File: src/hw/rtl/csu_pkg.sv
// Types and constants shared by the cosine similarity unit.
package csu_pkg;

  localparam int ELEM_W      = 16;
  localparam int PROD_W      = 2 * ELEM_W;
  localparam int ACC_W       = 48;
  localparam int ROOT_W      = ACC_W / 2;
  localparam int QUOT_W      = ELEM_W + 1;
  localparam int FRAC_SHIFT  = ELEM_W - 1;
  localparam int QUEUE_DEPTH = 2;
  localparam int QCNT_W      = $clog2(QUEUE_DEPTH + 1);
  localparam int QPTR_W      = (QUEUE_DEPTH > 1) ? $clog2(QUEUE_DEPTH) : 1;
  localparam int STEP_W      = $clog2(ROOT_W + 1);

  typedef struct packed {
    logic signed [ACC_W-1:0] dot;
    logic        [ACC_W-1:0] norm_a;
    logic        [ACC_W-1:0] norm_b;
  } sums_t;

  typedef enum logic [2:0] {
    BK_IDLE,
    BK_SQRT,
    BK_MUL,
    BK_CHECK,
    BK_DIV,
    BK_DONE
  } back_state_t;

endpackage

File: src/hw/rtl/csu_queue.sv
// Short queue of finished sums between the front end and the back end.
module csu_queue (
  input  logic                       clk,
  input  logic                       rst,
  input  logic                       push,
  input  csu_pkg::sums_t             push_data,
  input  logic                       pop,
  output logic                       q_valid,
  output csu_pkg::sums_t             q_data,
  output logic [csu_pkg::QCNT_W-1:0] q_count
);

  csu_pkg::sums_t              entries [csu_pkg::QUEUE_DEPTH];
  logic [csu_pkg::QPTR_W-1:0]  wr_ptr;
  logic [csu_pkg::QPTR_W-1:0]  rd_ptr;
  logic                        do_pop;

  assign q_valid = q_count != '0;
  assign q_data  = entries[rd_ptr];
  assign do_pop  = pop & q_valid;

  always_ff @(posedge clk) begin
    if (push) begin
      entries[wr_ptr] <= push_data;
    end
  end

  always_ff @(posedge clk) begin
    if (rst) begin
      wr_ptr  <= '0;
      rd_ptr  <= '0;
      q_count <= '0;
    end else begin
      if (push) begin
        wr_ptr <= (wr_ptr == csu_pkg::QPTR_W'(csu_pkg::QUEUE_DEPTH - 1)) ? '0
                                                                         : wr_ptr + 1'b1;
      end
      if (do_pop) begin
        rd_ptr <= (rd_ptr == csu_pkg::QPTR_W'(csu_pkg::QUEUE_DEPTH - 1)) ? '0
                                                                         : rd_ptr + 1'b1;
      end
      q_count <= q_count + csu_pkg::QCNT_W'(push) - csu_pkg::QCNT_W'(do_pop);
    end
  end

endmodule

File: config.mk
export PLATFORM = sky130hd
export DESIGN_NAME = csu_queue
export DESIGN_NICKNAME = d
export VERILOG_FILES = /design/src/hw/rtl/csu_pkg.sv /design/src/hw/rtl/csu_queue.sv
export SDC_FILE = /design/constraint.sdc
export NUM_CORES = 1
export LEC_CHECK = 0
export BUFFER_PORTS_ARGS = -buffer_cell sky130_fd_sc_hd__buf_2
export CORE_ASPECT_RATIO = 0.8
export CORE_MARGIN = 4
export CORE_UTILIZATION = 47
export DETAILED_ROUTE_END_ITERATION = 7
export PLACE_DENSITY = 0.76
export SLEW_MARGIN = 20
export SYNTH_ARGS = -nofsm -noshare
export SYNTH_HDL_FRONTEND = slang
export SYNTH_SLANG_ARGS = --single-unit
File: constraint.sdc
create_clock -name clk -period 8.7 [get_ports clk]
set_clock_uncertainty 0.2 [all_clocks]
set_input_delay 0.87 -clock clk [delete_from_list [all_inputs] [get_ports clk]]
set_output_delay 0.87 -clock clk [all_outputs]
set_load 0.005 [all_outputs]
==> results.toml <==
[final_layout]
drive_gt1_frac = 0.599
final_nets = 932
n_fill_cell = 1661
final_cells = 1111
utilization = 0.594
stdcell_area_sq_mm = 0.0134
area_delta_synth_final_pct = 23.8

[status]
outcome = "complete, no violations"

[hold_path]
whs_path_depth = 1
hold_class = "in2reg"
min-delay-start = "push_data[19]"
holdPathEnd = "entries[1][19]"

[sta]
fin_tns_setup_ps = 0
setup_viol = 0
fin_ws_ps = 5040
slew_viol_final = 0
finalHoldViolations = 0
period_share = 0.420
worst_slew_pin_slew_ps = 1100
max_slew_margin = 0.266
rsz0062_at_grt = "false"
period_needed_ps = 3660
clock.fmax_mhz = 274
holdWs_ps = 330

[setup_path]
rrSetupSlack_ps = 5900
crit_fanout = 68
crit_path_end_kind = "output pin"
path_cells = "buf_4 > mux2_2 > buf_2"
crit_type = "reg2out"
r2r_cells = 2
crit_required_ps = 7630
r2r-end = "entries[1][66]"
crit_buf_inv = 2
crit_arrival_ps = 2590
crit_family = "buffers and inverters"
cp-start-kind = "flop"
timing.rr.start = "wr_ptr"
crit_path_top_delay_cell = "buf_4"
critical-path-max-stage-delay_ps = 830

[clock_tree]
cts_tree = "built"
postCtsSetupRepairBufs = 0
cts_hold_buffers = 0
cts_buffer_depth = 3
clock_latency_ps = 520
cts-root-buf = "clkbuf_16"
path_clk_slew_ps = 60
cts_sinks = 293
cts_resized = 0
cts_max_level = 1
numCtsBuffers = 27

[floorplan]
die_h_um = 144
initial_utilization = 0.480
std_cell_rows = 49
core-area_sq_mm = 0.0226
die_x_um = 178
ioPinCount = 295
die-area_sq_mm = 0.0256

[power_and_ir_drop]
irDropWorstVdd_uv = 204
p_total_mw = 3.40
swShare = 0.229
p_comb_frac = 0.187
pwr-share-clk = 0.316
cellPowerDensity_mw_per_mm2 = 253
power.share.sequential = 0.497
p_leak_nw = 5.13
p_switching_uw = 779
internal_power_mw = 2.62

[synthesis]
synth_area_sq_mm = 0.0109
synth_seq_area_share = 0.805
ys_warn_count = 0
synthesis.nets = 620
syn_inst = 470
yosysUniqueCellTypes = 15
ys_ff_latch = 293
avgSynthCellArea_sq_um = 23.1

[place]
place_congestion = 0.724
dp.cells = 1059
numPortBuffers = 294
pre_cts_slack_ps = 5210
dp_hpwl_um = 13700
place_area_sq_mm = 0.0126

[global_routing]
grt_antenna_before_repair = 4
gr-usage-all-layers = 0.154
grt_pass1_wl_um = 30700
grt_overflow = 0
grt_max_degree = 78
grt_pass1_vias = 5668

[route]
drc = 0
drtAntennaViolNets = 0
dr.pass1.iters = 6
vias_per_cell = 4.86
wl_per_cell_um = 18.6
wl_um = 20600
vias = 5403
drtIter0Drc = 298

[flow_run]
maxCapViolations = 0
registers in the layout, indices dropped and copies added (netlist names), named ones only:
signal / count
entries: 288
q_count: 2
rd_ptr: 1
wr_ptr: 1
final cells by class:
cell class / count / area (sq um) / area share
diodes: 2 / 5.00 / 0.000372
clock buffers: 41 / 738 / 0.0549
clock inverters: 9 / 67.6 / 0.00502
inverters: 2 / 7.51 / 0.000558
multi-input cells: 159 / 1990 / 0.148
flip-flops and latches: 293 / 8750 / 0.651
well taps: 306 / 383 / 0.0285
repair buffers: 299 / 1510 / 0.112
worst max-delay path by stage:
| stage | slack [ps] | cells past startpoint | end | startpoint |
|---|---|---|---|---|
| after floorplan | 730 | 1 | entries[0][0] | push |
| after global placement | 5220 | 4 | entries[0][35] | push |
| after detailed placement | 5210 | 4 | entries[0][121] | push |
| after CTS | 5000 | 3 | q_data[134] | flop |
| after global routing | 4910 | 3 | q_data[134] | flop |
| final | 5040 | 3 | q_data[134] | flop |
Yosys cell counts (all sizes together):
cell type,number,area (sq um)
o21a,1,7.51
dfxtp,5,100
nor2,3,11.3
mux2,146,1870
ha,2,25.0
edfxtp,288,8650
and2,1,6.26
inv,2,7.51
buf,16,130
xnor3,1,22.5
xnor2,1,8.76
nor2b,3,18.8
or2,1,6.26
worst register-to-register path, delay by kind of cell (launching register included):
| family | cells | cell delay [ps] |
|---|---|---|
| flip-flops | 1 | 410 |
| buffers and inverters | 1 | 970 |
| AND/OR/NAND/NOR | 1 | 790 |
cells in the final DEF (no fill, tap or decap), types with 2 or more instances in the layout:
| master | count |
|---|---|
| buf_2 | 294 |
| edfxtp_1 | 288 |
| mux2_2 | 86 |
| mux2_4 | 60 |
| clkbuf_16 | 27 |
| clkbuf_1 | 13 |
| clkinv_1 | 5 |
| buf_4 | 5 |
| dfxtp_1 | 4 |
| nor2_1 | 3 |
| diode_2 | 2 |
| inv_1 | 2 |
| nor2b_1 | 2 |
| ha_1 | 2 |
| clkinv_2 | 2 |
power groups by stage:
stage                     logic, mW  clock network (mW)  registers [mW]
final                         0.635                1.08            1.69
after global routing          0.688                1.17            1.70
after detailed placement      0.645                   0            1.72
after global placement        0.640                   0            1.71
after floorplan               0.415                   0            1.72
after CTS                     0.651                1.11            1.69
routing by layer:
layer,global-route usage,up-vias,wire [um]
met2,0.258,228,9960
met3,0.0546,41,2080
li1,-,2504,-
met4,0.0403,6,544
met1,0.194,2624,8010
met5,0,-,34
cell families (layout without fill, tap and decap cells):
logic type / after synthesis / after routing / share of synthesized area
other: 0 / 2 / 0
and+or+nand+nor: 8 / 8 / 0.00392
DFF: 293 / 293 / 0.805
AOI/OAI and AO/OA: 1 / 1 / 0.000691
buffers and inverters: 18 / 351 / 0.0127
xor gates and xnor gates: 2 / 2 / 0.00288
muxes: 146 / 146 / 0.172
adders and majority gates: 2 / 2 / 0.00230
Note: power is estimated with default switching activity, not from simulation.
