**src/hw/rtl/csu_pkg.sv**
```systemverilog
// Types and constants shared by the cosine similarity unit.
package csu_pkg;

  localparam int ELEM_W      = 16;
  localparam int PROD_W      = 2 * ELEM_W;
  localparam int ACC_W       = 48;
  localparam int ROOT_W      = ACC_W / 2;
  localparam int QUOT_W      = ELEM_W + 1;
  localparam int FRAC_SHIFT  = ELEM_W - 1;
  localparam int QUEUE_DEPTH = 2;
  localparam int QCNT_W      = $clog2(QUEUE_DEPTH + 1);
  localparam int QPTR_W      = (QUEUE_DEPTH > 1) ? $clog2(QUEUE_DEPTH) : 1;
  localparam int STEP_W      = $clog2(ROOT_W + 1);

  typedef struct packed {
    logic signed [ACC_W-1:0] dot;
    logic        [ACC_W-1:0] norm_a;
    logic        [ACC_W-1:0] norm_b;
  } sums_t;

  typedef enum logic [2:0] {
    BK_IDLE,
    BK_SQRT,
    BK_MUL,
    BK_CHECK,
    BK_DIV,
    BK_DONE
  } back_state_t;

endpackage

```
**src/hw/rtl/csu_front.sv**
```systemverilog
// Front end: accepts element pairs, squares and multiplies them, and accumulates the sums.
module csu_front #(
  parameter int MAX_DIM = 512
) (
  input  logic                            clk,
  input  logic                            rst,
  input  logic                            s_tvalid,
  output logic                            s_tready,
  input  logic [2*csu_pkg::ELEM_W-1:0]    s_tdata,
  input  logic                            s_tlast,
  input  logic [csu_pkg::QCNT_W-1:0]      q_count,
  output logic                            push,
  output csu_pkg::sums_t                  push_data
);

  localparam int CNT_W = $clog2(MAX_DIM + 1);

  logic                              accept;
  logic [CNT_W-1:0]                  pair_count;
  logic                              s1_valid;
  logic                              s1_last;
  logic                              s1_take;
  logic signed [csu_pkg::PROD_W-1:0] p_ab;
  logic signed [csu_pkg::PROD_W-1:0] p_aa;
  logic signed [csu_pkg::PROD_W-1:0] p_bb;
  logic signed [csu_pkg::ELEM_W-1:0] elem_a;
  logic signed [csu_pkg::ELEM_W-1:0] elem_b;
  logic signed [csu_pkg::ACC_W-1:0]  dot_sum;
  logic        [csu_pkg::ACC_W-1:0]  norm_a_sum;
  logic        [csu_pkg::ACC_W-1:0]  norm_b_sum;
  logic signed [csu_pkg::ACC_W-1:0]  dot_sum_next;
  logic        [csu_pkg::ACC_W-1:0]  norm_a_sum_next;
  logic        [csu_pkg::ACC_W-1:0]  norm_b_sum_next;
  logic        [csu_pkg::QCNT_W-1:0] slots_used;

  assign elem_a = s_tdata[csu_pkg::ELEM_W-1:0];
  assign elem_b = s_tdata[2*csu_pkg::ELEM_W-1:csu_pkg::ELEM_W];

  // A last beat waiting in the product stage will claim a queue slot.
  assign slots_used = q_count + csu_pkg::QCNT_W'(s1_valid & s1_last);
  assign s_tready   = slots_used < csu_pkg::QCNT_W'(csu_pkg::QUEUE_DEPTH);
  assign accept     = s_tvalid & s_tready;

  always_ff @(posedge clk) begin
    if (rst) begin
      s1_valid   <= 1'b0;
      pair_count <= '0;
    end else begin
      s1_valid <= accept;
      if (accept) begin
        if (s_tlast) begin
          pair_count <= '0;
        end else if (pair_count < CNT_W'(MAX_DIM)) begin
          pair_count <= pair_count + CNT_W'(1);
        end
      end
    end
  end

  always_ff @(posedge clk) begin
    if (accept) begin
      s1_last <= s_tlast;
      s1_take <= pair_count < CNT_W'(MAX_DIM);
      p_ab    <= elem_a * elem_b;
      p_aa    <= elem_a * elem_a;
      p_bb    <= elem_b * elem_b;
    end
  end

  always_comb begin
    dot_sum_next    = dot_sum;
    norm_a_sum_next = norm_a_sum;
    norm_b_sum_next = norm_b_sum;
    if (s1_take) begin
      dot_sum_next    = dot_sum + csu_pkg::ACC_W'(p_ab);
      norm_a_sum_next = norm_a_sum + csu_pkg::ACC_W'(unsigned'(p_aa));
      norm_b_sum_next = norm_b_sum + csu_pkg::ACC_W'(unsigned'(p_bb));
    end
  end

  always_ff @(posedge clk) begin
    if (rst) begin
      dot_sum    <= '0;
      norm_a_sum <= '0;
      norm_b_sum <= '0;
    end else if (s1_valid) begin
      if (s1_last) begin
        dot_sum    <= '0;
        norm_a_sum <= '0;
        norm_b_sum <= '0;
      end else begin
        dot_sum    <= dot_sum_next;
        norm_a_sum <= norm_a_sum_next;
        norm_b_sum <= norm_b_sum_next;
      end
    end
  end

  assign push             = s1_valid & s1_last;
  assign push_data.dot    = dot_sum_next;
  assign push_data.norm_a = norm_a_sum_next;
  assign push_data.norm_b = norm_b_sum_next;

endmodule

```
**config.mk**
```make
export PLATFORM = sky130hd
export DESIGN_NAME = csu_front
export DESIGN_NICKNAME = d
export VERILOG_FILES = /design/src/hw/rtl/csu_pkg.sv /design/src/hw/rtl/csu_front.sv
export SDC_FILE = /design/constraint.sdc
export NUM_CORES = 2
export LEC_CHECK = 0
export BUFFER_PORTS_ARGS = -buffer_cell sky130_fd_sc_hd__buf_2
export CAP_MARGIN = 20
export CORE_UTILIZATION = 40
export CTS_CLUSTER_SIZE = 12
export DETAILED_ROUTE_END_ITERATION = 7
export PLACE_DENSITY = 0.52
export SLEW_MARGIN = 40
export SYNTH_ARGS = -nofsm -noshare
export SYNTH_HDL_FRONTEND = slang
export SYNTH_SLANG_ARGS = --single-unit
```
**constraint.sdc**
```tcl
create_clock -name clk -period 16.6 [get_ports clk]
set_input_delay 1.66 -clock clk [delete_from_list [all_inputs] [get_ports clk]]
set_output_delay 1.66 -clock clk [all_outputs]
set_load 0.02 [all_outputs]
```
==> results.txt <==
status: complete, no violations
Clock Skew: 0.02182 ns
drt drc: 0
Multi-input gate area: 33820 sq um
Mean Syn Cell Area: 9.050 sq um
Worst Hold Class: reg2reg
CTS tree: done
pin count of the biggest net entering global routing: 69
share of the synthesized area in the top cell type: 33.09%
area grow syn2layout: 7.797%
insertion delay to the later sink of the worst-skew pair: 0.56 ns
gpl congestion: 0.8729
cts repair resizes: 0
Mapped Area: 44160 sq um
CTS H-tree lvls: 2
most frequent cells in the layout: inv_1, fa_1, nand2_1
IO buf count: 183
TNS Setup: 0 ns
measured slew at the worst slew-check pin: 0.8344 ns
storage element area: 5986 sq um
Synth Instances: 4880
Mapped Nets: 6024
final hold viol count: 0
Core Area: 109200 sq um
RSZ-0062 raised after global routing: false
max cap viols: 0
period utilization: 50.12%
antenna violations before repair: 5
Top FF cell, synth: dfxtp_1
clock-pin slew on the worst setup and hold paths: 0.06 ns
Synth area leaders: fa_1, ha_1, inv_1
startpoint class of the critical path: input port
num ports: 184
commonest non-fill, non-tap cell in the layout: inv_1
fmax: 120.2 MHz
placed cells: 6361
routed wire length: 117.6 mm
Initial Util: 40.46%
crit path DAT: 8.60 ns
Post-synth EDFFs: 96
type of destination of the critical path: register
first-pass GRT wire length: 189.8 mm
Post-synth ARST share: 0%
via count: 33.21k
Setup Fix Bufs, Post-CTS: 0
Worst EP required: 16.88 ns
Num CTS Buffers: 34
Synth Register Bits: 251
sequential share of the synthesized area: 13.55%
DP HPWL: 92.99 mm
Initial DRT Pass Iterations: 5
FILL cells: 10.97k
critical path type: in2reg
final setup fails: 0
Clock Sinks: 251
post-route ant nets: 0
GR Util All Layers: 21.46%
vias in the first global route: 34.50k
minimum clock period: 8.319 ns
final cell count without fillers: 6427
Pins Over Slew Limit: 0
Max transition margin: 43.86%
cts hold-fix bufs: 0
Root Buffer: clkbuf_16
yosys synthesis warning count: 0
Die H: 334.3 microns
DR WL/cell: 18.29 microns
Die Footprint: 111700 sq um
fin nets: 6067
R2R Setup Slk: 12.64 ns
Cell Rows: 121
Die X: 334.3 microns
CP max FO: 26
Netlist cell types: 86
area leader, netlist: fa_1
layout cells sized above 1: 8.365%
DRT iter0 DRCs: 1724
total grt overflow: 0
Via density: 5.168
clk buf depth: 3
## critical path, cell delays in order
cell	delay, ns
buf_2	0.47
clkinv_1	0.52
nor2_1	0.41
fa_1	0.62
fa_1	0.89
fa_1	0.52
fa_1	0.51
fa_1	0.49
inv_1	0.05
fa_1	0.47
inv_1	0.04
ha_1	0.40
and3_1	0.24
nor2b_1	0.13
o21ai_0	0.09
a41oi_1	0.28
a211oi_1	0.14
o21ai_0	0.37
and4_1	0.24
nor3_1	0.06
## path summary, 6_finish.rpt
kind / from / end / cells after the start
worst max-delay path: s_tdata[19] / p_ab[31] / 20
worst min-delay path: pair_count[5] / pair_count[5] / 2
worst max register to register: p_ab[16] / dot_sum[47] / 10
worst min register to register: pair_count[5] / pair_count[5] / 2
## cells by family (layout without fill, tap and decap cells)
group | count (synthesis) | after routing | share of synthesized area [%]
buffers and inverters | 1171 | 1240 | 9.973
and+or+nand+nor | 1164 | 1164 | 12.43
adders and majority gates | 1106 | 1106 | 43.74
AOI/OAI and AO/OA | 830 | 830 | 12.64
xor gates and xnor gates | 255 | 255 | 5.057
DFF | 251 | 251 | 13.55
muxes | 103 | 103 | 2.601
other | 0 | 2 | 0
## routing by layer
metal,track usage (%),part of all wire [%],vias up
li1,-,-,15790
met1,30.15,47,16690
met2,35.37,47,626
met3,2.488,4.4,102
met4,4.685,1.9,6
met5,0,0.033,-
## synth_stat cells, types with 7 or more instances
cell type and number:
a21o_1 116, edfxtp_1 96, and4_1 7, nor2b_1 19, mux2_2 94, fa_1 730, a31o_2 16, o21a_1 23
and2_1 173, xnor2_1 192, mux2i_1 9, buf_1 8, o211ai_1 19, xor2_1 63, o31ai_1 13, nand3_1 59
nor2_1 297, a41oi_1 10, inv_1 956, o311ai_0 8, or3_1 14, nand2b_1 30, ha_1 376, clkinv_1 7
a31oi_1 30, clkbuf_1 196, a22oi_1 57, nand2_1 405, dfxtp_1 155, a22o_1 51, nand4_1 33, o21ai_0 134
a211oi_1 18, and3_1 38, a21oi_1 218, o21bai_1 29, nor3_1 43, nor4_1 7, or4_1 7, or2_2 9
a21boi_0 10
## registers in the layout, summed over array words and instances (netlist names)
| signal | count |
|---|---|
| s1_last | 1 |
| norm_a_sum | 48 |
| pair_count | 10 |
| norm_b_sum | 48 |
| s1_valid | 1 |
| s1_take | 1 |
| dot_sum | 48 |
| p_bb | 31 |
| p_aa | 31 |
| p_ab | 32 |
## area by class of cell
type	count	area share (%)
well taps	1476	3.879
clock buffers	37	1.811
inverters	965	7.614
flip-flops and latches	251	12.57
clock inverters	25	0.5914
repair buffers	213	2.471
diodes	2	0.01051
multi-input cells	3458	71.05
## stage by stage
stage               worst slack, ns  hold WS (ns)  cell area (sq um)  util (%)
global route                  7.856        0.5266              47600     43.61
CTS                           8.282        0.4872              47570     43.58
global placement              7.821        0.4699              46370     42.48
floorplan                     8.667        0.4505              44160         -
detailed placement            7.721        0.4802              46420     42.53
finish                        8.281        0.4843              47610     43.61
Power is left out: the tool's default activity adds up to more than one toggle a clock period on the data nets, which glitch-free logic cannot reach.
