## src/hw/rtl/csu_pkg.sv

```systemverilog
// Types and constants shared by the cosine similarity unit.
package csu_pkg;

  localparam int ELEM_W      = 16;
  localparam int PROD_W      = 2 * ELEM_W;
  localparam int ACC_W       = 48;
  localparam int ROOT_W      = ACC_W / 2;
  localparam int QUOT_W      = ELEM_W + 1;
  localparam int FRAC_SHIFT  = ELEM_W - 1;
  localparam int QUEUE_DEPTH = 2;
  localparam int QCNT_W      = $clog2(QUEUE_DEPTH + 1);
  localparam int QPTR_W      = (QUEUE_DEPTH > 1) ? $clog2(QUEUE_DEPTH) : 1;
  localparam int STEP_W      = $clog2(ROOT_W + 1);

  typedef struct packed {
    logic signed [ACC_W-1:0] dot;
    logic        [ACC_W-1:0] norm_a;
    logic        [ACC_W-1:0] norm_b;
  } sums_t;

  typedef enum logic [2:0] {
    BK_IDLE,
    BK_SQRT,
    BK_MUL,
    BK_CHECK,
    BK_DIV,
    BK_DONE
  } back_state_t;

endpackage

```

## src/hw/rtl/csu_back.sv

```systemverilog
// Back end: square roots, product of roots, division and saturation, with the output register.
module csu_back (
  input  logic                         clk,
  input  logic                         rst,
  input  logic                         q_valid,
  input  csu_pkg::sums_t               q_data,
  output logic                         pop,
  output logic                         m_tvalid,
  input  logic                         m_tready,
  output logic [csu_pkg::ELEM_W-1:0]   m_tdata,
  output logic                         m_tuser
);

  localparam logic [csu_pkg::QUOT_W-1:0] POS_MAX = csu_pkg::QUOT_W'((1 << csu_pkg::FRAC_SHIFT) - 1);
  localparam logic [csu_pkg::QUOT_W-1:0] NEG_MAX = csu_pkg::QUOT_W'(1 << csu_pkg::FRAC_SHIFT);

  csu_pkg::back_state_t state;
  csu_pkg::back_state_t state_next;

  logic [csu_pkg::ACC_W-1:0]   rem_a;
  logic [csu_pkg::ACC_W-1:0]   rem_b;
  logic [csu_pkg::ACC_W-1:0]   root_a;
  logic [csu_pkg::ACC_W-1:0]   root_b;
  logic [csu_pkg::ACC_W-1:0]   trial_bit;
  logic [csu_pkg::STEP_W-1:0]  step;
  logic [csu_pkg::ACC_W-1:0]   mag;
  logic                        dot_neg;
  logic                        zero;
  logic                        sat;
  logic [csu_pkg::ACC_W-1:0]   prod;
  logic [csu_pkg::ACC_W-1:0]   rem;
  logic [csu_pkg::QUOT_W-1:0]  quot;
  logic [csu_pkg::ACC_W:0]     div_trial;
  logic [csu_pkg::QUOT_W-1:0]  low_bits;
  logic [csu_pkg::ACC_W-1:0]   sum_a;
  logic [csu_pkg::ACC_W-1:0]   sum_b;
  logic [csu_pkg::ELEM_W-1:0]  sim;
  logic                        out_load;
  logic                        out_valid;

  assign sum_a     = root_a + trial_bit;
  assign sum_b     = root_b + trial_bit;
  assign low_bits  = {mag[1:0], csu_pkg::FRAC_SHIFT'(0)};
  assign div_trial = {rem, low_bits[csu_pkg::QUOT_W-1 - csu_pkg::STEP_W'(step)]};

  always_comb begin
    if (zero) begin
      sim = '0;
    end else if (dot_neg) begin
      sim = (sat || quot > NEG_MAX) ? csu_pkg::ELEM_W'(NEG_MAX)
                                    : csu_pkg::ELEM_W'(-quot);
    end else begin
      sim = (sat || quot > POS_MAX) ? csu_pkg::ELEM_W'(POS_MAX)
                                    : quot[csu_pkg::ELEM_W-1:0];
    end
  end

  always_ff @(posedge clk) begin
    if (rst) begin
      state <= csu_pkg::BK_IDLE;
    end else begin
      state <= state_next;
    end
  end

  always_comb begin
    state_next = state;
    pop        = 1'b0;
    out_load   = 1'b0;
    unique case (state)
      csu_pkg::BK_IDLE: begin
        if (q_valid) begin
          pop = 1'b1;
          if (q_data.norm_a == '0 || q_data.norm_b == '0) begin
            state_next = csu_pkg::BK_DONE;
          end else begin
            state_next = csu_pkg::BK_SQRT;
          end
        end
      end
      csu_pkg::BK_SQRT: begin
        if (step == csu_pkg::STEP_W'(csu_pkg::ROOT_W - 1)) begin
          state_next = csu_pkg::BK_MUL;
        end
      end
      csu_pkg::BK_MUL: begin
        state_next = csu_pkg::BK_CHECK;
      end
      csu_pkg::BK_CHECK: begin
        if ({2'b00, mag} >= {prod, 2'b00}) begin
          state_next = csu_pkg::BK_DONE;
        end else begin
          state_next = csu_pkg::BK_DIV;
        end
      end
      csu_pkg::BK_DIV: begin
        if (step == csu_pkg::STEP_W'(csu_pkg::QUOT_W - 1)) begin
          state_next = csu_pkg::BK_DONE;
        end
      end
      csu_pkg::BK_DONE: begin
        if (!out_valid || m_tready) begin
          out_load   = 1'b1;
          state_next = csu_pkg::BK_IDLE;
        end
      end
      default: begin
        state_next = csu_pkg::BK_IDLE;
      end
    endcase
  end

  always_ff @(posedge clk) begin
    case (state)
      csu_pkg::BK_IDLE: begin
        zero      <= q_data.norm_a == '0 || q_data.norm_b == '0;
        sat       <= 1'b0;
        dot_neg   <= q_data.dot[csu_pkg::ACC_W-1];
        mag       <= q_data.dot[csu_pkg::ACC_W-1] ? csu_pkg::ACC_W'(-q_data.dot)
                                                  : csu_pkg::ACC_W'(q_data.dot);
        rem_a     <= q_data.norm_a;
        rem_b     <= q_data.norm_b;
        root_a    <= '0;
        root_b    <= '0;
        trial_bit <= csu_pkg::ACC_W'(1) << (csu_pkg::ACC_W - 2);
        step      <= '0;
      end
      csu_pkg::BK_SQRT: begin
        if (rem_a >= sum_a) begin
          rem_a  <= rem_a - sum_a;
          root_a <= (root_a >> 1) + trial_bit;
        end else begin
          root_a <= root_a >> 1;
        end
        if (rem_b >= sum_b) begin
          rem_b  <= rem_b - sum_b;
          root_b <= (root_b >> 1) + trial_bit;
        end else begin
          root_b <= root_b >> 1;
        end
        trial_bit <= trial_bit >> 2;
        step      <= step + 1'b1;
      end
      csu_pkg::BK_MUL: begin
        prod <= root_a[csu_pkg::ROOT_W-1:0] * root_b[csu_pkg::ROOT_W-1:0];
      end
      csu_pkg::BK_CHECK: begin
        sat  <= {2'b00, mag} >= {prod, 2'b00};
        rem  <= mag >> 2;
        quot <= '0;
        step <= '0;
      end
      csu_pkg::BK_DIV: begin
        if (div_trial >= {1'b0, prod}) begin
          rem  <= csu_pkg::ACC_W'(div_trial - {1'b0, prod});
          quot <= {quot[csu_pkg::QUOT_W-2:0], 1'b1};
        end else begin
          rem  <= div_trial[csu_pkg::ACC_W-1:0];
          quot <= {quot[csu_pkg::QUOT_W-2:0], 1'b0};
        end
        step <= step + 1'b1;
      end
      default: begin
      end
    endcase
  end

  always_ff @(posedge clk) begin
    if (rst) begin
      out_valid <= 1'b0;
    end else if (out_load) begin
      out_valid <= 1'b1;
    end else if (m_tready) begin
      out_valid <= 1'b0;
    end
  end

  always_ff @(posedge clk) begin
    if (out_load) begin
      m_tdata <= sim;
      m_tuser <= zero;
    end
  end

  assign m_tvalid = out_valid;

endmodule

```

## config.mk

```make
export PLATFORM = sky130hd
export DESIGN_NAME = csu_back
export DESIGN_NICKNAME = d
export VERILOG_FILES = /design/src/hw/rtl/csu_pkg.sv /design/src/hw/rtl/csu_back.sv
export SDC_FILE = /design/constraint.sdc
export NUM_CORES = 2
export LEC_CHECK = 0
export BUFFER_PORTS_ARGS = -buffer_cell sky130_fd_sc_hd__clkbuf_2
export CAP_MARGIN = 25
export CELL_PAD_IN_SITES_DETAIL_PLACEMENT = 0
export CELL_PAD_IN_SITES_GLOBAL_PLACEMENT = 1
export CORE_UTILIZATION = 54
export DETAILED_ROUTE_END_ITERATION = 8
export HOLD_SLACK_MARGIN = 0.05
export PLACE_DENSITY = 0.87
export REMOVE_ABC_BUFFERS = 1
export SLEW_MARGIN = 20
export SYNTH_ARGS = -nofsm -noshare
export SYNTH_HDL_FRONTEND = slang
export SYNTH_SLANG_ARGS = --single-unit
export TNS_END_PERCENT = 100
```

## constraint.sdc

```tcl
create_clock -name clk -period 19.2 [get_ports clk]
set_input_delay 0 -clock clk [delete_from_list [all_inputs] [get_ports clk]]
set_output_delay 0 -clock clk [all_outputs]
set_load 0.01 [all_outputs]
```

==> flow_summary.ini <==
[setup_path]
r2r_start = root_b[1]
critPathBufInv = 6
cpLargestDelayFamily = adder cells
crit_fanout = 28
cp-startpoint = root_b[1]
reg2reg_depth = 25
crit_arrival_ns = 8.61
crit_top_cell = fa_1
crit_type = reg2reg
timing.rr.end = prod[47]
path_depth = 25
r2r_setup_slack_ns = 10.99
required_ns = 19.60
critPathLaunchType = register
endpoint_kind = register
endpoint = prod[47]
slowest_stage = edfxtp_1
critPathMaxStageDelay_ns = 0.95

[global_route]
antenna_found_initial = 2
grt_pass1_vias = 43140
grt_pass1_wl_mm = 227.9
track_usage = 0.2912
grt.overflow.total = 0
grt_max_degree = 178

[sta]
post-route-min-period_ns = 8.206
setup_slack_ns = 10.99
post-route-period-util = 0.4274
hold-worst-slack_ns = 0.1500
rsz0062_at_grt = false
hold_viol = 0
drv_slew = 0
worst_pin_slew_ns = 1.210
finalSetupTns_ns = 0
finalSetupViolCount = 0
finalClockSkew_ns = 0.04976
relSlewSlack = 0.1866
max_freq_mhz = 121.9

[detailed_routing]
top_layer = met4
met3_length_mm = 7.714
num_vias = 42400
wl_met1_mm = 59.76
wl_met2_mm = 68.72
drtIter0Drc = 3279
wl_per_cell_um = 19.36
first_pass_iters = 7
drcViolationCount = 0
finalWirelength_mm = 141.8
drt-vias-per-instance = 5.789
antenna_left = 0

[clocking]
path_clk_slew_ns = 0.08
cts_root_buf = clkbuf_16
cts_tree = done
max-clock-path-buffers = 3
cts_made_buffers = 50
hold_buffers = 182
htreeDepth = 2
post-cts-setup-buffer-count = 0
clk_latency_ns = 0.66
clkSinkCount = 406
ctsResizeCount = 0

[floorplanning]
num_rows = 113
start_util = 0.5460
die_w_um = 312.0
die_h_um = 312.0
core-area_sq_um = 95010
dieArea_sq_um = 97310
pin_count = 167

[run]
max_cap_viol_count = 0

[synth]
ys_seq_area_frac = 0.2342
synth_area_sq_um = 51880
synthesis.instances = 5825
synth-edff-count = 402
ys_ff_latch = 406
synth_top_area_share = 0.2327
yosysWarningCount = 0
netlist_top_cells_area = edfxtp_1 (23%), fa_1 (19%), ha_1 (11%), nand2_1 (5.2%), inv_1 (4.9%)
yosysUniqueCellTypes = 77
synthFlopType = edfxtp_1
async_reset_ff_frac = 0
synth.avg_cell_area_sq_um = 8.906
yosys.area.top_type = edfxtp_1

[placement]
dp_hpwl_mm = 107.0
pre_cts_ws_ns = 10.91
gp_congestion = 0.9245
io_buffers = 166
dp.cells = 7045

[layout]
layout_common_cells = nand2_1 (720), inv_1 (670), fa_1 (485), ha_1 (470), edfxtp_1 (402)
drive_gt1_frac = 0.06173
n_fill_cell = 8402
layout.cells.non_filler = 7324
n_antenna_cell = 0
multi_input_area_sq_um = 36250
layout_commonest_cell = nand2_1
seqCellArea_sq_um = 12150
nets = 7121
synthToLayoutAreaGrowth_pct = 10.68

[min_path]
hold_class = in2reg

[power_and_ir_drop]
ir_drop_v = 0.0002133
p_leak_nw = 25.54
power.density_nw_per_um2 = 140.4
total_power_mw = 8.059

[status]
status = completed
power by group:
| group | internal [mW] | total [mW] | switching, mW |
|---|---|---|---|
| Clock | 0.603 | 1.03 | 0.422 |
| Sequential | 1.50 | 1.81 | 0.314 |
| Combinational | 1.98 | 5.22 | 3.24 |
| Total | 4.09 | 8.06 | 3.97 |
per-stage QoR:
stage / util / cell area, sq um
after floorplan: - / 50850
after global placement: 0.5661 / 53790
after detailed placement: 0.5664 / 53820
after CTS: 0.6037 / 57360
after global routing: 0.6044 / 57420
final: 0.6044 / 57420
cell families after synthesis:
family | synth area share
xor gates and xnor gates | 0.06432
AOI/OAI and AO/OA | 0.1498
muxes | 0.009551
buffers and inverters | 0.06835
adders and majority gates | 0.3005
and+or+nand+nor | 0.1733
DFF | 0.2342
layout make-up:
class / instances / area share
multi-input cells: 4476 / 0.6312
repair buffers: 413 / 0.05557
clock inverters: 33 / 0.007561
clock buffers: 60 / 0.02244
inverters: 671 / 0.04399
well taps: 1265 / 0.02756
flip-flops and latches: 406 / 0.2116
flip-flops by register name, summed over array words and instances, names as in the netlist, 17 cells and up:
name,cells
quot,17
mag,48
rem_b,48
trial_bit,24
rem_a,48
root_b,48
prod,48
root_a,48
rem,48
per-layer routing:
metal / global-route usage / vias to the layer above
li1: - / 20270
met1: 0.3741 / 20570
met2: 0.5031 / 1269
met3: 0.03271 / 289
met4: 0.1123 / 0
met5: 0 / -
worst register-to-register path: stages (launching register included):
cell	delay, ns
edfxtp_1	0.95
and2_1	0.27
fa_1	0.45
fa_1	0.58
inv_1	0.07
fa_1	0.54
inv_1	0.06
fa_1	0.50
inv_1	0.05
fa_1	0.52
inv_1	0.05
fa_1	0.47
inv_1	0.05
fa_1	0.49
inv_1	0.05
ha_1	0.32
and3_1	0.25
and2_1	0.17
and4_1	0.18
a211oi_1	0.10
o21a_1	0.30
o41ai_1	0.61
a21oi_1	0.23
o41ai_1	0.43
a21oi_1	0.14
xnor2_1	0.14
Yosys cell counts, types with 12 or more instances:
master / count
clkbuf_1: 242
o211ai_1: 14
a31oi_1: 98
mux2i_1: 45
nor2_1: 319
ha_1: 470
inv_1: 671
o21a_1: 26
a21boi_0: 14
nor4_1: 37
a211oi_1: 58
xnor2_1: 212
nor3_1: 61
and2_1: 330
or4_1: 12
xor2_1: 169
o31ai_1: 46
a31o_2: 19
a21o_1: 141
o21bai_1: 55
fa_1: 485
nand2_1: 721
a21oi_1: 278
a311oi_1: 14
nand3_1: 70
nor2b_1: 46
and3_1: 57
or3_1: 34
or2_2: 17
edfxtp_1: 402
nand4_1: 76
o21ai_0: 360
nand2b_1: 34
buf_1: 25
how the worst min path moves through the flow:
stage / startpoint / to / depth (start not counted)
4_1_cts: rst / state[2] / 3
6_report: rst / state[2] / 3
3_5_place_dp: rst / m_tvalid / 2
2_1_floorplan: rst / m_tvalid / 1
3_3_place_gp: rst / m_tvalid / 2
5_1_grt: rst / state[2] / 3
No activity file was read; power rests on OpenSTA's default activity.
